File: src/design/rv32sc_pkg.sv
// ----------------------------------------------------------------------------
// rv32sc_pkg
// Shared constants, instruction encodings and inter-module types for the
// RV32 subset core.
// ----------------------------------------------------------------------------
package rv32sc_pkg;

  localparam int unsigned XLEN          = 32;
  localparam int unsigned REG_AW        = 5;
  localparam int unsigned NUM_REGS      = 32;
  localparam int unsigned MEM_ADDR_W    = 12;
  localparam int unsigned MEM_WORDS_DEF = 4096;

  // major opcodes
  localparam logic [6:0] OP_RTYPE  = 7'h33;
  localparam logic [6:0] OP_IMM    = 7'h13;
  localparam logic [6:0] OP_LOAD   = 7'h03;
  localparam logic [6:0] OP_STORE  = 7'h23;
  localparam logic [6:0] OP_BRANCH = 7'h63;
  localparam logic [6:0] OP_JALR   = 7'h67;
  localparam logic [6:0] OP_EXIT   = 7'h00;

  // funct3 / funct7
  localparam logic [2:0] F3_ADD_SUB = 3'b000;
  localparam logic [2:0] F3_XOR     = 3'b100;
  localparam logic [2:0] F3_SRA     = 3'b101;
  localparam logic [2:0] F3_ADDI    = 3'b000;
  localparam logic [2:0] F3_ANDI    = 3'b111;
  localparam logic [2:0] F3_LW      = 3'b010;
  localparam logic [2:0] F3_SW      = 3'b010;
  localparam logic [2:0] F3_BLT     = 3'b100;
  localparam logic [2:0] F3_JALR    = 3'b000;
  localparam logic [6:0] F7_BASE    = 7'h00;
  localparam logic [6:0] F7_ALT     = 7'h20;

  // execute stage outcome for one instruction
  typedef struct packed {
    logic [XLEN-1:0]   next_pc;
    logic              halt_set;
    logic              illegal;
    logic              reg_we;
    logic [REG_AW-1:0] rd;
    logic [XLEN-1:0]   value;
    logic              is_load;
    logic              mem_re;
    logic              mem_we;
    logic [XLEN-1:0]   mem_addr;
    logic [XLEN-1:0]   mem_value;
    logic              rtype_inc;
  } ex_res_t;

  // register file write port
  typedef struct packed {
    logic              we;
    logic [REG_AW-1:0] addr;
    logic [XLEN-1:0]   data;
  } rf_wr_t;

endpackage

File: src/design/rv32sc_regfile.sv
// ----------------------------------------------------------------------------
// rv32sc_regfile
// 32 x 32 register file: one write port, two registered read ports with
// write-through bypass. Valid bits make unwritten entries read as zero.
// ----------------------------------------------------------------------------
module rv32sc_regfile (
  input  logic                             clk_i,
  input  logic                             rst_ni,
  input  logic                             rd_en_i,
  input  logic [rv32sc_pkg::REG_AW-1:0]    rs1_i,
  input  logic [rv32sc_pkg::REG_AW-1:0]    rs2_i,
  input  rv32sc_pkg::rf_wr_t               wr_i,
  output logic [rv32sc_pkg::XLEN-1:0]      rdata1_o,
  output logic [rv32sc_pkg::XLEN-1:0]      rdata2_o
);
  import rv32sc_pkg::*;

  logic [XLEN-1:0]     mem_q [NUM_REGS];
  logic [NUM_REGS-1:0] vld_q;
  logic [XLEN-1:0]     rdata1_q, rdata2_q;

  always_ff @(posedge clk_i) begin
    if (wr_i.we) begin
      mem_q[wr_i.addr] <= wr_i.data;
    end
  end

  always_ff @(posedge clk_i or negedge rst_ni) begin
    if (!rst_ni) begin
      vld_q <= '0;
    end else if (wr_i.we) begin
      vld_q[wr_i.addr] <= 1'b1;
    end
  end

  // x0 is never written, so its valid bit stays clear and it reads zero
  always_ff @(posedge clk_i) begin
    if (rd_en_i) begin
      if (wr_i.we && wr_i.addr == rs1_i) begin
        rdata1_q <= wr_i.data;
      end else if (vld_q[rs1_i]) begin
        rdata1_q <= mem_q[rs1_i];
      end else begin
        rdata1_q <= '0;
      end
      if (wr_i.we && wr_i.addr == rs2_i) begin
        rdata2_q <= wr_i.data;
      end else if (vld_q[rs2_i]) begin
        rdata2_q <= mem_q[rs2_i];
      end else begin
        rdata2_q <= '0;
      end
    end
  end

  assign rdata1_o = rdata1_q;
  assign rdata2_o = rdata2_q;

endmodule

File: config.mk
export PLATFORM = sky130hd
export DESIGN_NAME = rv32sc_regfile
export DESIGN_NICKNAME = d
export VERILOG_FILES = /design/src/design/rv32sc_pkg.sv /design/src/design/rv32sc_regfile.sv
export SDC_FILE = /design/constraint.sdc
export NUM_CORES = 2
export LEC_CHECK = 0
export BUFFER_PORTS_ARGS = -buffer_cell sky130_fd_sc_hd__clkbuf_2
export CORE_MARGIN = 1.5
export CORE_UTILIZATION = 53
export CTS_CLUSTER_DIAMETER = 60
export DETAILED_ROUTE_END_ITERATION = 7
export GPL_TIMING_DRIVEN = 0
export PLACE_DENSITY = 0.69
export SYNTH_ARGS = -nofsm -noshare
export SYNTH_HDL_FRONTEND = slang
export SYNTH_SLANG_ARGS = --single-unit
File: constraint.sdc
create_clock -name clk_i -period 2.7 [get_ports clk_i]
set_clock_uncertainty 0.1 [all_clocks]
set_input_delay 0.54 -clock clk_i [delete_from_list [all_inputs] [get_ports clk_i]]
set_output_delay 0.54 -clock clk_i [all_outputs]
set_load 0.02 [all_outputs]
== Word level (Yosys, flattened, before mapping) ==
Memories as Yosys holds them, arrays and structs flattened.
Index checks and enable logic that the tools add are counted.
Operators by class
  equality and inequality tests: 2
  mux-type cells: 12
  bitwise gates (word level): 1
  magnitude comparators: 4
  reduce and logical (&&, ||, !) cells: 3
Operator list (count)
  2-to-1 mux 32 bit: 4
  bitwise OR 32 bit: 1
  less-than comparator 5 x 6 -> 1 bit (second input constant): 3
  binary-select mux 1 bit (select 5 bit): 2
  equality test 5 bit: 2
  demux 1 bit (select 5 bit): 1
  greater-or-equal comparator 5 x 1 -> 1 bit (second input constant): 1
  2-to-1 mux 1 bit: 5
  logical AND 1 bit: 3
Storage, ports and cells
  memories kept: 1
  word-level logic and storage cells: 26
  input bits: 51
  output and inout port bits: 64
  register bits after elaboration: 96
  memory bits (writable): 1024
Memories
  mem_q: depth 32, width 32, rd ports 2, clocked after memory_dff 0, write ports 1, RTL line rv32sc_regfile.sv:18  | logic [XLEN-1:0] mem_q [NUM_REGS];

== Depth between registers and ports, before layout ==
  depth in word-level cells: 5
  gate-level depth with buffers: 11
  depth with buffers taken out: 5

== Least setup slack after synthesis ==
No wires, ideal clock.
  path kind: input-to-reg
  from: input port wr_i[32] (netlist bit)
  to: memory mem_q[28][0] (enable)
  arrival: 2.727 ns
  data required time: 2.178 ns
  slack: -0.549 ns
  library setup time: 0.422 ns
  buffers on the path: 2
  cell stages on the path: 4
  cell sequence: clkbuf_1 or3b_2 clkbuf_1 nor2_1
RTL lines
  start: declaration: RTL line rv32sc_regfile.sv:12  | input rv32sc_pkg::rf_wr_t wr_i,
  end: declaration: RTL line rv32sc_regfile.sv:18
Straight into the memory's write port.

== Worst setup path in the final report ==
  from: input port rs2_i[3] (netlist bit)
  to: register rdata2_q[0], in the netlist rdata2_o[0] (data pin)
Between the ends
  longest elaborated chain between the ends: 4
  elaborated cells between the ends (all ways): 7
  classes of those cells: 1 x eq/ne; 4 x mux; 1 x reduce/logical; 1 x memory
RTL lines
  start: declaration: RTL line rv32sc_regfile.sv:11  | input logic [rv32sc_pkg::REG_AW-1:0] rs2_i,
  binary-select mux 1 bit (select 5 bit): RTL line rv32sc_regfile.sv:48  | end else if (vld_q[rs2_i]) begin
  2-to-1 mux 1 bit (implied by the code): RTL line rv32sc_regfile.sv:48
  2-to-1 mux 32 bit: RTL line rv32sc_regfile.sv:48
  2-to-1 mux 32 bit *: RTL line rv32sc_regfile.sv:46  | if (wr_i.we && wr_i.addr == rs2_i) begin
  end signal: assignment: RTL line rv32sc_regfile.sv:47  | rdata2_q <= wr_i.data;
  end signal: assignment: RTL line rv32sc_regfile.sv:49  | rdata2_q <= mem_q[rs2_i];
  end: declaration: RTL line rv32sc_regfile.sv:20  | logic [XLEN-1:0] rdata1_q, rdata2_q;
Mark *: on every way between the ends. The rest lies on a longest branch, timed or not. The select of a mux whose other input is x is not followed.
A chain may end at the register's enable or synchronous reset.

==> impl_metrics.env <==
export IMPL_status="finished, violations left"
export IMPL_failed_checks="negative setup slack"
export IMPL_synthesis_nets=2551
export IMPL_ys_ff_latch=1120
export IMPL_power_mw=39.6
export IMPL_grt_overflow=0
export IMPL_final_layout_size_suffix_gt1_share_pct=38.6
export IMPL_die_x_um=313
export IMPL_syn_inst=2500
export IMPL_grt_pass1_wl_um=231000
export IMPL_ys_seq_area_share_pct=65.7
export IMPL_synth_area_leader_cell="edfxtp_1"
export IMPL_fin_crit_sh_pct=104
export IMPL_p_leak_nw=18.7
export IMPL_yosys_warnings=0
export IMPL_synthTopCellsByArea="edfxtp_1 (64%), mux4_2 (24%), mux2i_1 (1.8%)"
export IMPL_crit_required_ps=3030
export IMPL_place_congestion=0.900
export IMPL_ys_async_sr_fraction_pct=2.86
export IMPL_synth_edf_count=1088
export IMPL_core_um2=95200
export IMPL_synth_top_cell_area_share_pct=64.1
export IMPL_cts_clk_slew_worst_paths_ps=60
export IMPL_grt_start_max_net_pins=52
export IMPL_cts_sinks=1120
export IMPL_drc_errors=0
export IMPL_timing_hold_ws_ps=175
export IMPL_cts_tree="built"
export IMPL_r2r_cells=6
export IMPL_peakVddDrop_uv=806
export IMPL_vias_per_cell=7.43
export IMPL_placedCellCount=3903
export IMPL_port_buffers=103
export IMPL_yosysMostFrequentCell="edfxtp_1"
export IMPL_clk_latency_ps=730
export IMPL_wl_per_cell_um=40.8
export IMPL_worstHoldStart="rd_en_i"
export IMPL_holdPathEnd="rdata2_o[0]"
export IMPL_seq_area_um2=33500
export IMPL_reg2reg_to="rdata2_o[2]"
export IMPL_antenna_found_initial=4
export IMPL_cap_violations=0
export IMPL_fmax_mhz=357
export IMPL_layout_cells_non_filler=4116
export IMPL_drt_iter0_drc=5030
export IMPL_area_growth_syn_to_layout_pct=14.2
export IMPL_startpoint_type="input port"
export IMPL_hold_depth=1
export IMPL_synth_top_cells_by_count="edfxtp_1 (1088), mux4_2 (546), clkbuf_1 (111)"
export IMPL_ant_nets=0
export IMPL_synth_distinct_cells=42
export IMPL_cts_root_buffer="clkbuf_16"
export IMPL_finalWorstSetupSlack_ps=-104
export IMPL_die_y_um=313
export IMPL_dp_slack_ps=-1870
export IMPL_critPathKind="input port to register"
export IMPL_dpl_hpwl_um=112000
export IMPL_drtPass1Iterations=6
export IMPL_setup_violations=7
export IMPL_slew_headroom_pct=12.2
export IMPL_drt_wl_total_um=168000
export IMPL_grt_pass1_vias=30700
export IMPL_min_path_type="input port to register"
export IMPL_n_fill_cell=6597
export IMPL_final_max_slew_viol_count=0
export IMPL_synth_avg_cell_area_um2=20.4
export IMPL_globalRouteTotalUtil_pct=34.5
export IMPL_mappedNetlistArea_um2=51000
export IMPL_multi_input_area_um2=16800
export IMPL_cts_max_level=3
export IMPL_synth_main_ff_cell="edfxtp_1"
export IMPL_end_kind="register"
export IMPL_path_max_fanout=10
export IMPL_ios=115
export IMPL_reg2reg_slack_ps=0
export IMPL_pwr_density_cell_nw_per_um2=681
export IMPL_reg2reg_from="vld_q[11]"
export IMPL_dr_total_vias=30600
export IMPL_cts_buffers=119
export IMPL_fin_crit_ps=2800
export IMPL_rsz0062_at_grt="true"
export IMPL_hold_viol=0
export IMPL_cp_arrival_ps=3130
export IMPL_start_util_pct=53.6
export IMPL_fp_row_count=113
export IMPL_tightestPinTransition_ps=1320
export IMPL_die_area_um2=98100
export IMPL_cts_buffer_depth=3
export IMPL_nNetsFinal=2808
## cell type report
class	count	area share (%)
Tap cell	1265	2.72
Inverter	5	0.0387
Clock inverter	66	0.993
Sequential cell	1120	57.5
Clock buffer	148	5.34
Antenna cell	1	0.00430
Timing Repair Buffer	139	2.12
Buffer	202	2.41
Multi-Input combinational cell	1170	28.9
## through the flow
stage | util [%] | setup TNS, ps | instance area [µm²]
global placement | 55.9 | -2254090 | 53200
floorplan | - | -220850 | 51100
CTS | 61.1 | 0 | 58100
detailed placement | 56.8 | -478870 | 54000
finish | 61.2 | -281 | 58200
global route | 61.2 | -11.3 | 58200
## routing by layer
metal / up-vias / track usage, % / wire length [µm]
met3: 481 / 9.33 / 21100
met5: - / 1.02 / 185
met1: 16200 / 45.9 / 58800
met2: 2481 / 53.3 / 78700
met4: 8 / 16.9 / 9090
li1: 11400 / - / -
## registers in the layout (all words and copies together), names as in the netlist
register / flops
rdata2_o: 32
mem_q: 1024
rdata1_o: 32
vld_q: 32
## kinds of logic after synthesis
kind of cell,share of synthesized area [%]
flip-flops,65.7
multiplexers,26.0
AO/OA/AOI/OAI,3.93
AND/OR/NAND/NOR,2.41
buffers and inverters,1.87
XOR/XNOR,0.172
## layout by cell type, fill, tap and decap left out, drive strengths merged, types with 2 or more instances in the layout
| cell type | n |
|---|---|
| a21oi | 41 |
| bufinv | 8 |
| o32ai | 5 |
| a22o | 8 |
| a2bb2oi | 2 |
| o31ai | 11 |
| or3b | 4 |
| a32o | 27 |
| clkinvlp | 4 |
| xor2 | 8 |
| and2 | 2 |
| nor2b | 5 |
| mux2i | 93 |
| clkinv | 47 |
| nor2 | 39 |
| clkbuf | 367 |
| o2111ai | 2 |
| o32a | 7 |
| nor4 | 2 |
| inv | 12 |
| nand3 | 58 |
| edfxtp | 1088 |
| nand3b | 6 |
| nand2b | 12 |
| dfrtp | 32 |
| buf | 118 |
| mux4 | 546 |
| nor3 | 11 |
| or2 | 44 |
| a22oi | 101 |
| xnor2 | 2 |
| o21a | 12 |
| a221oi | 22 |
| nand2 | 60 |
| o21ai | 32 |
| clkdlybuf4s18 | 2 |
| and3 | 2 |
## critical path: stages
cell and delay [ps]:
clkbuf_1 560, clkbuf_2 510, buf_2 640, mux4_2 410
mux2i_1 220, o21ai_0 220
## worst max-delay path by stage
stage	slack, ps	depth (start not counted)	from	end
2_1_floorplan	-540	3	wr_i[34]	mem_q[5][0]
6_report	-100	6	rs2_i[3]	rdata2_o[0]
3_3_place_gp	-3160	4	wr_i[33]	vld_q[30]
3_5_place_dp	-1870	8	rs2_i[2]	rdata2_o[25]
4_1_cts	3	7	rs2_i[4]	rdata2_o[0]
5_1_grt	-9	8	rs1_i[0]	rdata1_o[29]
## power by group
part,switching (mW),internal (mW),total (mW)
clock,6.99,8.90,15.9
sequential,0.193,19.5,19.7
combinational,2.43,1.60,4.03
## what timing repair did
item,CTS,global route
hold endpoints to repair,32,0
buffers inserted,0,0
hold buffers,1,0
gates resized for setup,208,64
pin swaps,0,0
setup endpoints to repair,64,56
(Power assumes the default switching activity.)
